[config.mk]
export PLATFORM = sky130hd
export DESIGN_NAME = random_sample_no_repeat_unit_flat
export DESIGN_NICKNAME = d
export VERILOG_FILES = /design/src/rtl/rsnr_pkg.sv /design/src/rtl/rsnr_if.sv /design/src/rtl/rsnr_mod_unit.sv /design/src/rtl/random_sample_no_repeat_unit.sv /design/src/flat_wrapper.sv
export SDC_FILE = /design/constraint.sdc
export NUM_CORES = 1
export LEC_CHECK = 0
export ABC_AREA = 1
export BUFFER_PORTS_ARGS = -buffer_cell sky130_fd_sc_hd__buf_2
export CAP_MARGIN = 20
export CELL_PAD_IN_SITES_DETAIL_PLACEMENT = 2
export CELL_PAD_IN_SITES_GLOBAL_PLACEMENT = 2
export CORE_MARGIN = 2
export CORE_UTILIZATION = 40
export CTS_CLUSTER_DIAMETER = 40
export DETAILED_ROUTE_END_ITERATION = 8
export GPL_TIMING_DRIVEN = 0
export PLACE_DENSITY = 0.79
export SYNTH_ARGS = -nofsm -noshare
export SYNTH_HDL_FRONTEND = slang
export SYNTH_SLANG_ARGS = --single-unit
export TNS_END_PERCENT = 50
[constraint.sdc]
create_clock -name clock -period 13.65 [get_ports clock]
set_clock_uncertainty 0.1 [all_clocks]
set_input_delay 2.73 -clock clock [delete_from_list [all_inputs] [get_ports clock]]
set_output_delay 2.73 -clock clock [all_outputs]
set_load 0.01 [all_outputs]
[src/rtl/rsnr_pkg.sv]
// ----------------------------------------------------------------------------
// rsnr_pkg: shared constants and types for the random sample unit
// widths, register indexes, command codes and reset values
// ----------------------------------------------------------------------------
package rsnr_pkg;

   // pool and random word geometry
   localparam int POOL_SIZE  = 64;
   localparam int RND_WIDTH  = 31;
   localparam int IDX_W      = (POOL_SIZE > 2) ? $clog2(POOL_SIZE) : 1;
   localparam int DIV_W      = IDX_W + 1;
   localparam int RCNT_W     = $clog2(RND_WIDTH);

   // field widths
   localparam int VALUE_W    = 8;
   localparam int COUNT_W    = 7;
   localparam int PICK_W     = 6;
   localparam int CSR_IDX_W  = 2;
   localparam int CSR_DATA_W = 8;

   typedef logic [VALUE_W-1:0]   value_type;
   typedef logic [IDX_W-1:0]     idx_type;
   typedef logic [COUNT_W-1:0]   count_type;
   typedef logic [CSR_IDX_W-1:0] csr_idx_type;

   // register indexes
   localparam csr_idx_type CSR_POOL_LO      = 2'd0;
   localparam csr_idx_type CSR_POOL_HI      = 2'd1;
   localparam csr_idx_type CSR_SAMPLE_COUNT = 2'd2;

   // commands
   localparam logic CMD_START = 1'b0;
   localparam logic CMD_DRAW  = 1'b1;

   // register reset values
   localparam value_type POOL_LO_RST      = 8'd1;
   localparam value_type POOL_HI_RST      = 8'd33;
   localparam count_type SAMPLE_COUNT_RST = 7'd6;

endpackage

[src/rtl/rsnr_if.sv]
// ----------------------------------------------------------------------------
// rsnr_if: channel interfaces of the random sample unit
// request, response and register write channels, valid/ready handshake
// ----------------------------------------------------------------------------
interface rsnr_req_if;
   import rsnr_pkg::*;
   logic                 valid;
   logic                 ready;
   logic                 cmd;
   logic [RND_WIDTH-1:0] rnd_word;
   modport source (output valid, cmd, rnd_word, input ready);
   modport sink   (input valid, cmd, rnd_word, output ready);
endinterface

interface rsnr_rsp_if;
   import rsnr_pkg::*;
   logic               valid;
   logic               ready;
   logic [VALUE_W-1:0] drawn_value;
   logic [PICK_W-1:0]  pick_index;
   logic               last;
   modport source (output valid, drawn_value, pick_index, last, input ready);
   modport sink   (input valid, drawn_value, pick_index, last, output ready);
endinterface

interface rsnr_csr_if;
   import rsnr_pkg::*;
   logic                  valid;
   logic                  ready;
   logic [CSR_IDX_W-1:0]  index;
   logic [CSR_DATA_W-1:0] data;
   modport source (output valid, index, data, input ready);
   modport sink   (input valid, index, data, output ready);
endinterface

[src/rtl/rsnr_mod_unit.sv]
// ----------------------------------------------------------------------------
// rsnr_mod_unit: bit-serial remainder of a random word by a small divisor
// restoring scheme, one word bit per cycle, msb first
// ----------------------------------------------------------------------------
module rsnr_mod_unit (
   input  logic                          clock,
   input  logic                          reset,
   input  logic                          start,
   input  logic [rsnr_pkg::RND_WIDTH-1:0] word,
   input  logic [rsnr_pkg::DIV_W-1:0]     divisor,
   output logic                          done,
   output logic [rsnr_pkg::IDX_W-1:0]     remainder
);
   import rsnr_pkg::*;

   logic                 busy_ff, busy_in;
   logic                 done_ff, done_in;
   logic [RCNT_W-1:0]    cnt_ff, cnt_in;
   logic [RND_WIDTH-1:0] sr_ff, sr_in;
   logic [IDX_W-1:0]     rem_ff, rem_in;
   logic [DIV_W-1:0]     div_ff, div_in;
   logic [DIV_W-1:0]     trial;

   // partial remainder with the next word bit shifted in
   assign trial = {rem_ff, sr_ff[RND_WIDTH-1]};

   always_comb begin
      busy_in = busy_ff;
      done_in = 1'b0;
      cnt_in  = cnt_ff;
      sr_in   = sr_ff;
      rem_in  = rem_ff;
      div_in  = div_ff;
      if (start) begin
         busy_in = 1'b1;
         cnt_in  = RCNT_W'(RND_WIDTH - 1);
         sr_in   = word;
         rem_in  = '0;
         div_in  = divisor;
      end else if (busy_ff) begin
         sr_in = {sr_ff[RND_WIDTH-2:0], 1'b0};
         if (trial >= div_ff) begin
            rem_in = IDX_W'(trial - div_ff);
         end else begin
            rem_in = trial[IDX_W-1:0];
         end
         if (cnt_ff == '0) begin
            busy_in = 1'b0;
            done_in = 1'b1;
         end else begin
            cnt_in = cnt_ff - 1'b1;
         end
      end
   end

   always_ff @(posedge clock) begin
      if (reset) begin
         busy_ff <= 1'b0;
         done_ff <= 1'b0;
      end else begin
         busy_ff <= busy_in;
         done_ff <= done_in;
      end
   end

   always_ff @(posedge clock) begin
      cnt_ff <= cnt_in;
      sr_ff  <= sr_in;
      rem_ff <= rem_in;
      div_ff <= div_in;
   end

   assign done      = done_ff;
   assign remainder = rem_ff;

endmodule

[src/rtl/random_sample_no_repeat_unit.sv]
// ----------------------------------------------------------------------------
// random_sample_no_repeat_unit: distinct value sampler
// partial fisher-yates shuffle over a remap table, one pick per draw item
// ----------------------------------------------------------------------------
// A start item (cmd 0) opens a draw sequence over the configured value range;
// it clears the remap marks at once, so no clearing pass is needed. A draw
// item (cmd 1) brings a random word and returns one distinct value, its
// position in the sequence and a last flag; draws beyond the sample count,
// after the pool is spent, or in a sequence whose range is reversed or wider
// than the pool give no item. For a productive draw the remainder of the word
// by the number of remaining values is formed one word bit per cycle in a
// serial unit, followed by two reads and, unless the pick is the top slot, a
// write-back on the remap memory. The result sits in an output register, so
// a new item is accepted while an earlier pick still waits to be taken.
// Registers must be written only while the unit is idle; the unit itself
// does not enforce this.
// ----------------------------------------------------------------------------
module random_sample_no_repeat_unit (
   input logic       clock,
   input logic       reset,
   rsnr_req_if.sink   req_if,
   rsnr_rsp_if.source rsp_if,
   rsnr_csr_if.sink   csr_if
);
   import rsnr_pkg::*;

   // sequencer states
   localparam logic [2:0] ST_IDLE   = 3'd0;
   localparam logic [2:0] ST_DIVIDE = 3'd1;
   localparam logic [2:0] ST_RD_I   = 3'd2;
   localparam logic [2:0] ST_RD_N   = 3'd3;
   localparam logic [2:0] ST_EMIT   = 3'd4;

   // configuration registers
   value_type pool_lo_ff, pool_hi_ff;
   count_type sample_count_ff;

   // sequence state
   logic [2:0]           state_ff, state_in;
   idx_type              span_ff, span_in;
   logic                 empty_ff, empty_in;
   count_type            picks_ff, picks_in;
   logic [POOL_SIZE-1:0] vld_ff, vld_in;

   // per draw working registers
   idx_type   idx_ff;
   logic      vld_i_ff, vld_n_ff;
   value_type rd_q_ff;
   value_type pick_ff;

   // output register
   logic              rsp_valid_ff, rsp_valid_in;
   value_type         rsp_value_ff;
   logic [PICK_W-1:0] rsp_pick_ff;
   logic              rsp_last_ff;

   // remap memory
   value_type tbl_mem [POOL_SIZE];
   idx_type   tbl_raddr;
   logic      tbl_we;
   value_type tbl_wdata;

   // serial remainder unit
   logic             mod_start;
   logic             mod_done;
   logic [DIV_W-1:0] mod_div;
   idx_type          mod_rem;

   logic                  req_take, csr_take, out_free;
   logic [VALUE_W-1:0]    diff;
   logic                  bad_range;
   logic                  draw_ok;

   assign req_take = req_if.valid && req_if.ready;
   assign csr_take = csr_if.valid && csr_if.ready;
   assign out_free = !rsp_valid_ff || rsp_if.ready;

   // span of a new sequence; reversed or too wide leaves the pool empty
   assign diff      = pool_hi_ff - pool_lo_ff;
   assign bad_range = (pool_hi_ff < pool_lo_ff) ||
                      ({1'b0, diff} >= (VALUE_W+1)'(POOL_SIZE));

   // a draw only does work while picks remain and the pool is not spent
   assign draw_ok   = !empty_ff && (picks_ff < sample_count_ff);
   assign mod_start = req_take && (req_if.cmd == CMD_DRAW) && draw_ok;
   assign mod_div   = {1'b0, span_ff} + DIV_W'(1);

   rsnr_mod_unit u_mod (
      .clock     (clock),
      .reset     (reset),
      .start     (mod_start),
      .word      (req_if.rnd_word),
      .divisor   (mod_div),
      .done      (mod_done),
      .remainder (mod_rem)
   );

   // the index is read first, then the top of the remaining pool
   assign tbl_raddr = (state_ff == ST_RD_I) ? idx_ff : span_ff;
   // slot i takes what the top slot maps to
   assign tbl_wdata = vld_n_ff ? rd_q_ff : VALUE_W'(span_ff);

   always_comb begin
      state_in     = state_ff;
      span_in      = span_ff;
      empty_in     = empty_ff;
      picks_in     = picks_ff;
      vld_in       = vld_ff;
      rsp_valid_in = rsp_valid_ff && !rsp_if.ready;
      tbl_we       = 1'b0;
      unique case (state_ff)
         ST_IDLE: begin
            if (req_take) begin
               if (req_if.cmd == CMD_START) begin
                  vld_in   = '0;
                  picks_in = '0;
                  if (bad_range) begin
                     span_in  = '0;
                     empty_in = 1'b1;
                  end else begin
                     span_in  = diff[IDX_W-1:0];
                     empty_in = 1'b0;
                  end
               end else if (draw_ok) begin
                  state_in = ST_DIVIDE;
               end
            end
         end
         ST_DIVIDE: begin
            if (mod_done) begin
               state_in = ST_RD_I;
            end
         end
         ST_RD_I: state_in = ST_RD_N;
         ST_RD_N: state_in = ST_EMIT;
         ST_EMIT: begin
            // hold until the output register is free, then commit the swap
            if (out_free) begin
               rsp_valid_in = 1'b1;
               picks_in     = picks_ff + 1'b1;
               if (idx_ff != span_ff) begin
                  tbl_we         = 1'b1;
                  vld_in[idx_ff] = 1'b1;
               end
               if (span_ff == '0) begin
                  empty_in = 1'b1;
               end else begin
                  span_in = span_ff - 1'b1;
               end
               state_in = ST_IDLE;
            end
         end
         default: state_in = ST_IDLE;
      endcase
   end

   // control state
   always_ff @(posedge clock) begin
      if (reset) begin
         state_ff        <= ST_IDLE;
         span_ff         <= '0;
         empty_ff        <= 1'b1;
         picks_ff        <= '0;
         vld_ff          <= '0;
         rsp_valid_ff    <= 1'b0;
         pool_lo_ff      <= POOL_LO_RST;
         pool_hi_ff      <= POOL_HI_RST;
         sample_count_ff <= SAMPLE_COUNT_RST;
      end else begin
         state_ff     <= state_in;
         span_ff      <= span_in;
         empty_ff     <= empty_in;
         picks_ff     <= picks_in;
         vld_ff       <= vld_in;
         rsp_valid_ff <= rsp_valid_in;
         if (csr_take) begin
            unique case (csr_if.index)
               CSR_POOL_LO:      pool_lo_ff      <= csr_if.data;
               CSR_POOL_HI:      pool_hi_ff      <= csr_if.data;
               CSR_SAMPLE_COUNT: sample_count_ff <= csr_if.data[COUNT_W-1:0];
               default: ;
            endcase
         end
      end
   end

   // remap memory, registered read
   always_ff @(posedge clock) begin
      if (tbl_we) begin
         tbl_mem[idx_ff] <= tbl_wdata;
      end
      rd_q_ff <= tbl_mem[tbl_raddr];
   end

   // per draw payload
   always_ff @(posedge clock) begin
      if (state_ff == ST_DIVIDE && mod_done) begin
         idx_ff <= mod_rem;
      end
      if (state_ff == ST_RD_I) begin
         vld_i_ff <= vld_ff[idx_ff];
      end
      if (state_ff == ST_RD_N) begin
         vld_n_ff <= vld_ff[span_ff];
         // unmarked slots map to themselves
         pick_ff  <= (vld_i_ff ? rd_q_ff : VALUE_W'(idx_ff)) + pool_lo_ff;
      end
      if (state_ff == ST_EMIT && out_free) begin
         rsp_value_ff <= pick_ff;
         rsp_pick_ff  <= picks_ff[PICK_W-1:0];
         rsp_last_ff  <= (count_type'(picks_ff + 1'b1) == sample_count_ff);
      end
   end

   assign req_if.ready       = (state_ff == ST_IDLE);
   assign csr_if.ready       = 1'b1;
   assign rsp_if.valid       = rsp_valid_ff;
   assign rsp_if.drawn_value = rsp_value_ff;
   assign rsp_if.pick_index  = rsp_pick_ff;
   assign rsp_if.last        = rsp_last_ff;

   // the serial unit only finishes while the sequencer waits for it
   a_done_in_divide: assert property (@(posedge clock) disable iff (reset)
      mod_done |-> (state_ff == ST_DIVIDE))
      else $error("remainder finished outside the divide phase");

   // the picked index never exceeds the remaining span
   a_rem_below_div: assert property (@(posedge clock) disable iff (reset)
      mod_done |-> ({1'b0, mod_rem} < mod_div))
      else $error("remainder not below divisor");

   a_idx_in_span: assert property (@(posedge clock) disable iff (reset)
      (state_ff == ST_EMIT) |-> (idx_ff <= span_ff))
      else $error("swap index beyond remaining span");

   // a spent or invalid pool always carries a zero span
   a_empty_span: assert property (@(posedge clock) disable iff (reset)
      empty_ff |-> (span_ff == '0))
      else $error("empty pool with non-zero span");

endmodule
[src/flat_wrapper.sv]
// flat-port wrapper written by rule: the top's interface ports become plain ports
module random_sample_no_repeat_unit_flat import rsnr_pkg::*;
  (clock, reset, req_if_valid, req_if_cmd, req_if_rnd_word, req_if_ready, rsp_if_valid, rsp_if_drawn_value, rsp_if_pick_index, rsp_if_last, rsp_if_ready, csr_if_valid, csr_if_index, csr_if_data, csr_if_ready);
  rsnr_req_if req_if_i ();
  rsnr_rsp_if rsp_if_i ();
  rsnr_csr_if csr_if_i ();
  input logic clock;
  input logic reset;
  input wire logic [$bits(req_if_i.valid)-1:0] req_if_valid;
  input wire logic [$bits(req_if_i.cmd)-1:0] req_if_cmd;
  input wire logic [$bits(req_if_i.rnd_word)-1:0] req_if_rnd_word;
  output wire logic [$bits(req_if_i.ready)-1:0] req_if_ready;
  output wire logic [$bits(rsp_if_i.valid)-1:0] rsp_if_valid;
  output wire logic [$bits(rsp_if_i.drawn_value)-1:0] rsp_if_drawn_value;
  output wire logic [$bits(rsp_if_i.pick_index)-1:0] rsp_if_pick_index;
  output wire logic [$bits(rsp_if_i.last)-1:0] rsp_if_last;
  input wire logic [$bits(rsp_if_i.ready)-1:0] rsp_if_ready;
  input wire logic [$bits(csr_if_i.valid)-1:0] csr_if_valid;
  input wire logic [$bits(csr_if_i.index)-1:0] csr_if_index;
  input wire logic [$bits(csr_if_i.data)-1:0] csr_if_data;
  output wire logic [$bits(csr_if_i.ready)-1:0] csr_if_ready;
  assign req_if_i.valid = req_if_valid;
  assign req_if_i.cmd = req_if_cmd;
  assign req_if_i.rnd_word = req_if_rnd_word;
  assign req_if_ready = req_if_i.ready;
  assign rsp_if_valid = rsp_if_i.valid;
  assign rsp_if_drawn_value = rsp_if_i.drawn_value;
  assign rsp_if_pick_index = rsp_if_i.pick_index;
  assign rsp_if_last = rsp_if_i.last;
  assign rsp_if_i.ready = rsp_if_ready;
  assign csr_if_i.valid = csr_if_valid;
  assign csr_if_i.index = csr_if_index;
  assign csr_if_i.data = csr_if_data;
  assign csr_if_ready = csr_if_i.ready;
  random_sample_no_repeat_unit u_core (.clock(clock), .reset(reset), .req_if(req_if_i), .rsp_if(rsp_if_i), .csr_if(csr_if_i));
endmodule
# [After elaboration in Yosys (flattened, before gate mapping)]
# Memories as Yosys holds them, arrays and structs flattened. A register that Yosys moved wholly into a read port is not among the register bits.
# Cells that the tools add are included.
[op_classes] n_reduce_logical=29 bitwise=3 mux=50 n_eq_ne=17 magnitude_cmp=7 n_addsub=7
[op_table] cell="64-bit two-way mux" n=4
[op_table] cell="64-bit case mux with 2 select lines" n=1
[op_table] cell="64-bit bitwise OR" n=1
[op_table] cell="31-bit two-way mux" n=2
[op_table] cell="6-bit two-way mux" n=7
[op_table] cell="7-bit two-way mux" n=3
[op_table] cell="5-bit AND reduction" n=4
[op_table] cell="1-bit two-way mux" n=19
[op_table] cell="8-bit two-way mux" n=2
[op_table] cell="3-bit two-way mux" n=5
[op_table] cell="3-bit case mux with 5 select lines" n=1
[op_table] cell="6-bit by 7-bit less-than comparator with 1-bit output, second input constant" n=2
[op_table] cell="7-bit case mux with 2 select lines" n=1
[op_table] cell="1-bit binary-select mux with 6-bit select" n=2
[op_table] cell="2-bit != test, second input constant" n=6
[op_table] cell="6-bit case mux with 2 select lines" n=1
[op_table] cell="8-bit adder" n=1
[op_table] cell="8-bit by 7-bit greater-or-equal comparator with 1-bit output, second input constant" n=1
[op_table] cell="1-bit logical AND" n=8
[op_table] cell="8-bit less-than comparator" n=1
[op_table] cell="2-bit AND reduction" n=4
[op_table] cell="8-bit subtractor" n=1
[op_table] cell="6-bit by 1-bit adder with 7-bit output, second input constant" n=1
[op_table] cell="7-bit by 1-bit adder with 7-bit output, second input constant" n=1
[op_table] cell="other kinds (26)" n=34
[totals] register_bits=187 wordCells=136 in_bits=47 mem_bits_rw=512 n_memories=1 output_inout_bits=18
[mem_list] name="u_core.tbl_mem" words=64 width=8 read_ports=1 rd_clocked_by_memory_dff=1 write_ports=1 line_no="random_sample_no_repeat_unit.sv:58" rtl="value_type tbl_mem [POOL_SIZE];"

# [Longest topological paths before layout]
[logic_depth] word_depth=8 ltp_mapped=15 depth_no_buf=15

# [Hierarchy]
# Synthesis repeated with hierarchy kept, for this count alone.
[hier_totals] hier_cells=3524 area_unflattened_um2=32864.0
[by_module_without_submodules] mod="random_sample_no_repeat_unit" area_each_um2=30375.4 seq_area_each_um2=18567.8 cells_each=3245 n_inst=1
[by_module_without_submodules] mod="rsnr_mod_unit" area_each_um2=2488.6 seq_area_each_um2=1401.3 cells_each=279 n_inst=1

# [Worst setup path after synthesis]
# OpenSTA, ideal clock, no wires.
[synth_timing] path_kind="input-to-reg" startpoint="input port rsp_if_ready" endpoint="memory u_core.tbl_mem[10][0] (netlist name), enable pin" n_path_buf=1 stages=5 t_required_ps=13167 setup_slack_ps=8616 setup_ps=383 t_arrival_ps=4550 cell_sequence="nor2_1 nor2_2 nand2_1 clkbuf_1 nor3_1"
[synth_via] elab_chain_len=5
[synth_lines] element="start, declared" line_no="flat_wrapper.sv:17" rtl="input wire logic [$bits(rsp_if_i.ready)-1:0] rsp_if_ready;"
[synth_lines] element="1-bit logical OR" line_no="random_sample_no_repeat_unit.sv:76" rtl="assign out_free = !rsp_valid_ff || rsp_if.ready;"
[synth_lines] element="1-bit two-way mux" line_no="random_sample_no_repeat_unit.sv:138" rtl="if (out_free) begin"
[synth_lines] element="1-bit two-way mux" line_no="random_sample_no_repeat_unit.sv:111" rtl="unique case (state_ff)"
[synth_lines] element="1-bit two-way mux" line_no="random_sample_no_repeat_unit.sv:189" rtl="if (tbl_we) begin"
[synth_lines] element="1-bit two-way mux (not written as such)" line_no="random_sample_no_repeat_unit.sv:190" rtl="tbl_mem[idx_ff] <= tbl_wdata;"
[synth_lines] element="end, declared" line_no="random_sample_no_repeat_unit.sv:58"
# No other way between the ends.

# [Final worst setup path]
[layout_timing] startpoint="input port rsp_if_ready" endpoint="memory u_core.tbl_mem[54][1] (netlist name), enable pin"
# Same word-level chain as after synthesis.

==> flow_metrics.env <==
export IMPL_layout_nets=3822
export IMPL_wirelength_um=156000
export IMPL_postLayoutSetupSlackWorst_ns=8.08
export IMPL_cts_resized=0
export IMPL_clock_latency_ns=0.74
export IMPL_vias_per_cell=5.92
export IMPL_startpoint="rsp_if_ready"
export IMPL_grt_pass1_wl_um=224000
export IMPL_reg2regPathDepth=9
export IMPL_critPathMaxFanout=10
export IMPL_crit_required_ns=13.98
export IMPL_synthDistinctLibCells=40
export IMPL_cp_start_kind="input port"
export IMPL_std_cell_rows=104
export IMPL_gr_total_overflow=0
export IMPL_initial_core_util_pct=40.3
export IMPL_cp_arrival_ns=5.89
export IMPL_status="finished clean"
export IMPL_io_pins=65
export IMPL_wire_per_inst_um=31.8
export IMPL_first_iter_violations=2686
export IMPL_yosys_top_cells_area="edfxtp_1 54%, nand3_1 9.5%, nand2_1 8.8%"
export IMPL_fillers=8328
export IMPL_coreArea_um2=80400
export IMPL_fin_crit_sh_pct=40.8
export IMPL_timing_final_crit_period_ns=5.57
export IMPL_vdd_drop_max_mv=0.128
export IMPL_maxCapViolations=0
export IMPL_drc=0
export IMPL_cts_buffers=131
export IMPL_synth_most_common_cell="nand2_1"
export IMPL_grt_max_degree=41
export IMPL_ant_nets=0
export IMPL_fp_dieW_um=289
export IMPL_syn_area_per_cell_um2=9.32
export IMPL_postCtsSetupBuffers=0
export IMPL_clkTransAtPathRegs_ns=0.06
export IMPL_cts_sinks=707
export IMPL_finalSetupViolCount=0
export IMPL_power_mw=6.77
export IMPL_slew_headroom_pct=19.4
export IMPL_rsz0062_at_grt="no"
export IMPL_cts_htree_levels=4
export IMPL_syn_inst=3480
export IMPL_vias=29100
export IMPL_powerDensity_nw_per_um2=171
export IMPL_clock_path_buffers=3
export IMPL_leakagePower_nw=16.5
export IMPL_layoutNonFillerInstCount=4908
export IMPL_r2r_slack_ns=9.08
export IMPL_holdBufCountCts=0
export IMPL_die_h_um=289
export IMPL_synth_seq_cells=707
export IMPL_min_delay_start="u_core.pick_ff[6]$_DFFE_PP_"
export IMPL_synth_area_um2=32400
export IMPL_ys_async_sr_fraction_pct=0
export IMPL_hold_viol_final=0
export IMPL_root_buffer="clkbuf_16"
export IMPL_antenna_found_initial=5
export IMPL_areaGrowthSynthToFinish_pct=22.4
export IMPL_first_pass_iters=6
export IMPL_dp_slack_ns=6.68
export IMPL_timing_worst_setup_path_type="in2reg"
export IMPL_synth_ff_type="edfxtp_1"
export IMPL_gp_congestion=0.956
export IMPL_setup_tns_ns=0
export IMPL_dieArea_um2=83400
export IMPL_r2r_start="u_core.span_ff[5]$_SDFFE_PP0P_"
export IMPL_synth_edf_count=581
export IMPL_track_usage_pct=37.4
export IMPL_port_buffers=63
export IMPL_yosys_top_cells_count="759 x nand2_1, 638 x inv_1, 618 x nand3_1"
export IMPL_synth_top_area_share_pct=53.8
export IMPL_grt_pass1_vias=32400
export IMPL_worst_slew_pin_slew_ns=1.21
export IMPL_fmax_ghz=0.180
export IMPL_seq_area_frac_synth_pct=61.6
export IMPL_r2r_end="u_core.tbl_mem[54][1]$_DFFE_PP_"
export IMPL_hold_class="reg2reg"
export IMPL_final_core_util_pct=49.3
export IMPL_cp_end_kind="flip-flop"
export IMPL_drv_slew=0
export IMPL_hold_depth=0
export IMPL_yosys_area_top_type="edfxtp_1"
export IMPL_hpwl_um=98200
export IMPL_cts_tree="built"
export IMPL_worst_hold_path_endpoint="u_core.rsp_if.drawn_value[6]$_DFFE_PP_"
export IMPL_yosysWarningCount=0
export IMPL_area_sequential_um2=20000
export IMPL_layout_drive_gt1_share_pct=12.5
export IMPL_multi_input_comb_area_um2=9480
export IMPL_numPlacedInstances=4656
export IMPL_synthesis_nets=3565
power by group:
part	switching, mW	leakage (nW)	internal (mW)
Clock	1.29	2.22	2.22
Combinational	0.602	7.98	0.194
Sequential	0.0333	6.32	2.43
Total	1.93	16.5	4.85
critical path, stage by stage:
cell and delay, ns:
buf_2 0.07, nor2_1 0.09, nor2_2 0.36, nand2_1 0.66, clkbuf_1 0.67, nor3_1 0.91, buf_2 0.36
registers in the layout (all words and copies together) (netlist names), 3 cells and up:
register,cells
u_core.tbl_mem,512
u_core.vld_ff,64
u_core.u_mod.sr_ff,31
u_core.pick_ff,8
u_core.pool_hi_ff,8
u_core.pool_lo_ff,8
u_core.rd_q_ff,8
u_core.rsp_if.drawn_value,8
u_core.picks_ff,7
u_core.sample_count_ff,7
u_core.u_mod.div_ff,7
u_core.idx_ff,6
u_core.rsp_if.pick_index,6
u_core.span_ff,6
u_core.u_mod.remainder,6
u_core.u_mod.cnt_ff,5
u_core.state_ff,3
final cells by class:
type | instances | share of cell area, %
Antenna cell | 2 | 0.0126
Buffer | 185 | 2.04
Clock buffer | 156 | 8.84
Clock inverter | 86 | 2.77
Inverter | 647 | 6.12
Multi-Input combinational cell | 1941 | 23.9
Sequential cell | 707 | 50.3
Tap cell | 1060 | 3.34
Timing Repair Buffer | 124 | 2.65
logic make-up (layout without fill, tap and decap cells):
logic type      count (synthesis)  after routing  synth area share (%)
other cells                     1              3                0.0116
flops                         707            707                  61.6
fa+ha+maj                      38             38                  1.54
xor+xnor                       28             28                 0.756
buf+inv                       832           1198                  9.98
simple gates                 1565           1565                  21.0
compound gates                309            309                  5.12
layer usage:
metal / track usage, % / wire length, µm / up-vias
met3: 7.78 / 11400 / 621
met4: 25.2 / 11300 / 10
li1: - / - / 12000
met5: 0 / 69 / -
met1: 42.0 / 56400 / 14800
met2: 64.0 / 76900 / 1644
cell usage in the layout, fill, tap and decap left out, types with 46 or more instances in the layout:
| master | netlist | layout |
|---|---|---|
| nand2_1 | 759 | 759 |
| a21oi_1 | 163 | 163 |
| o21ai_0 | 93 | 87 |
| nor3_1 | 85 | 46 |
| clkbuf_1 | 95 | 112 |
| edfxtp_1 | 581 | 581 |
| inv_1 | 638 | 636 |
| clkbuf_16 | 0 | 136 |
| nand3_1 | 618 | 618 |
| buf_2 | 73 | 154 |
| dfxtp_1 | 126 | 126 |
| nor2_1 | 84 | 84 |
stage by stage:
step                      hold WS, ns  area, µm²
after global routing            0.361      39700
after detailed placement        0.320      35000
after global placement          0.309      34100
after CTS                       0.352      39600
after floorplan                 0.300      32400
final                           0.350      39700
worst max path at each step:
stage	to	slack, ns	cells past startpoint
after global placement	u_core.tbl_mem[49][0]$_DFFE_PP_	4.20	5
after floorplan	u_core.tbl_mem[10][0]$_DFFE_PP_	8.62	5
after detailed placement	u_core.tbl_mem[6][3]$_DFFE_PP_	6.68	7
final	u_core.tbl_mem[54][1]$_DFFE_PP_	8.08	7
after CTS	u_core.tbl_mem[21][7]$_DFFE_PP_	7.26	6
after global routing	u_core.tbl_mem[6][7]$_DFFE_PP_	8.16	7
Power figures use the tool's default switching activity.
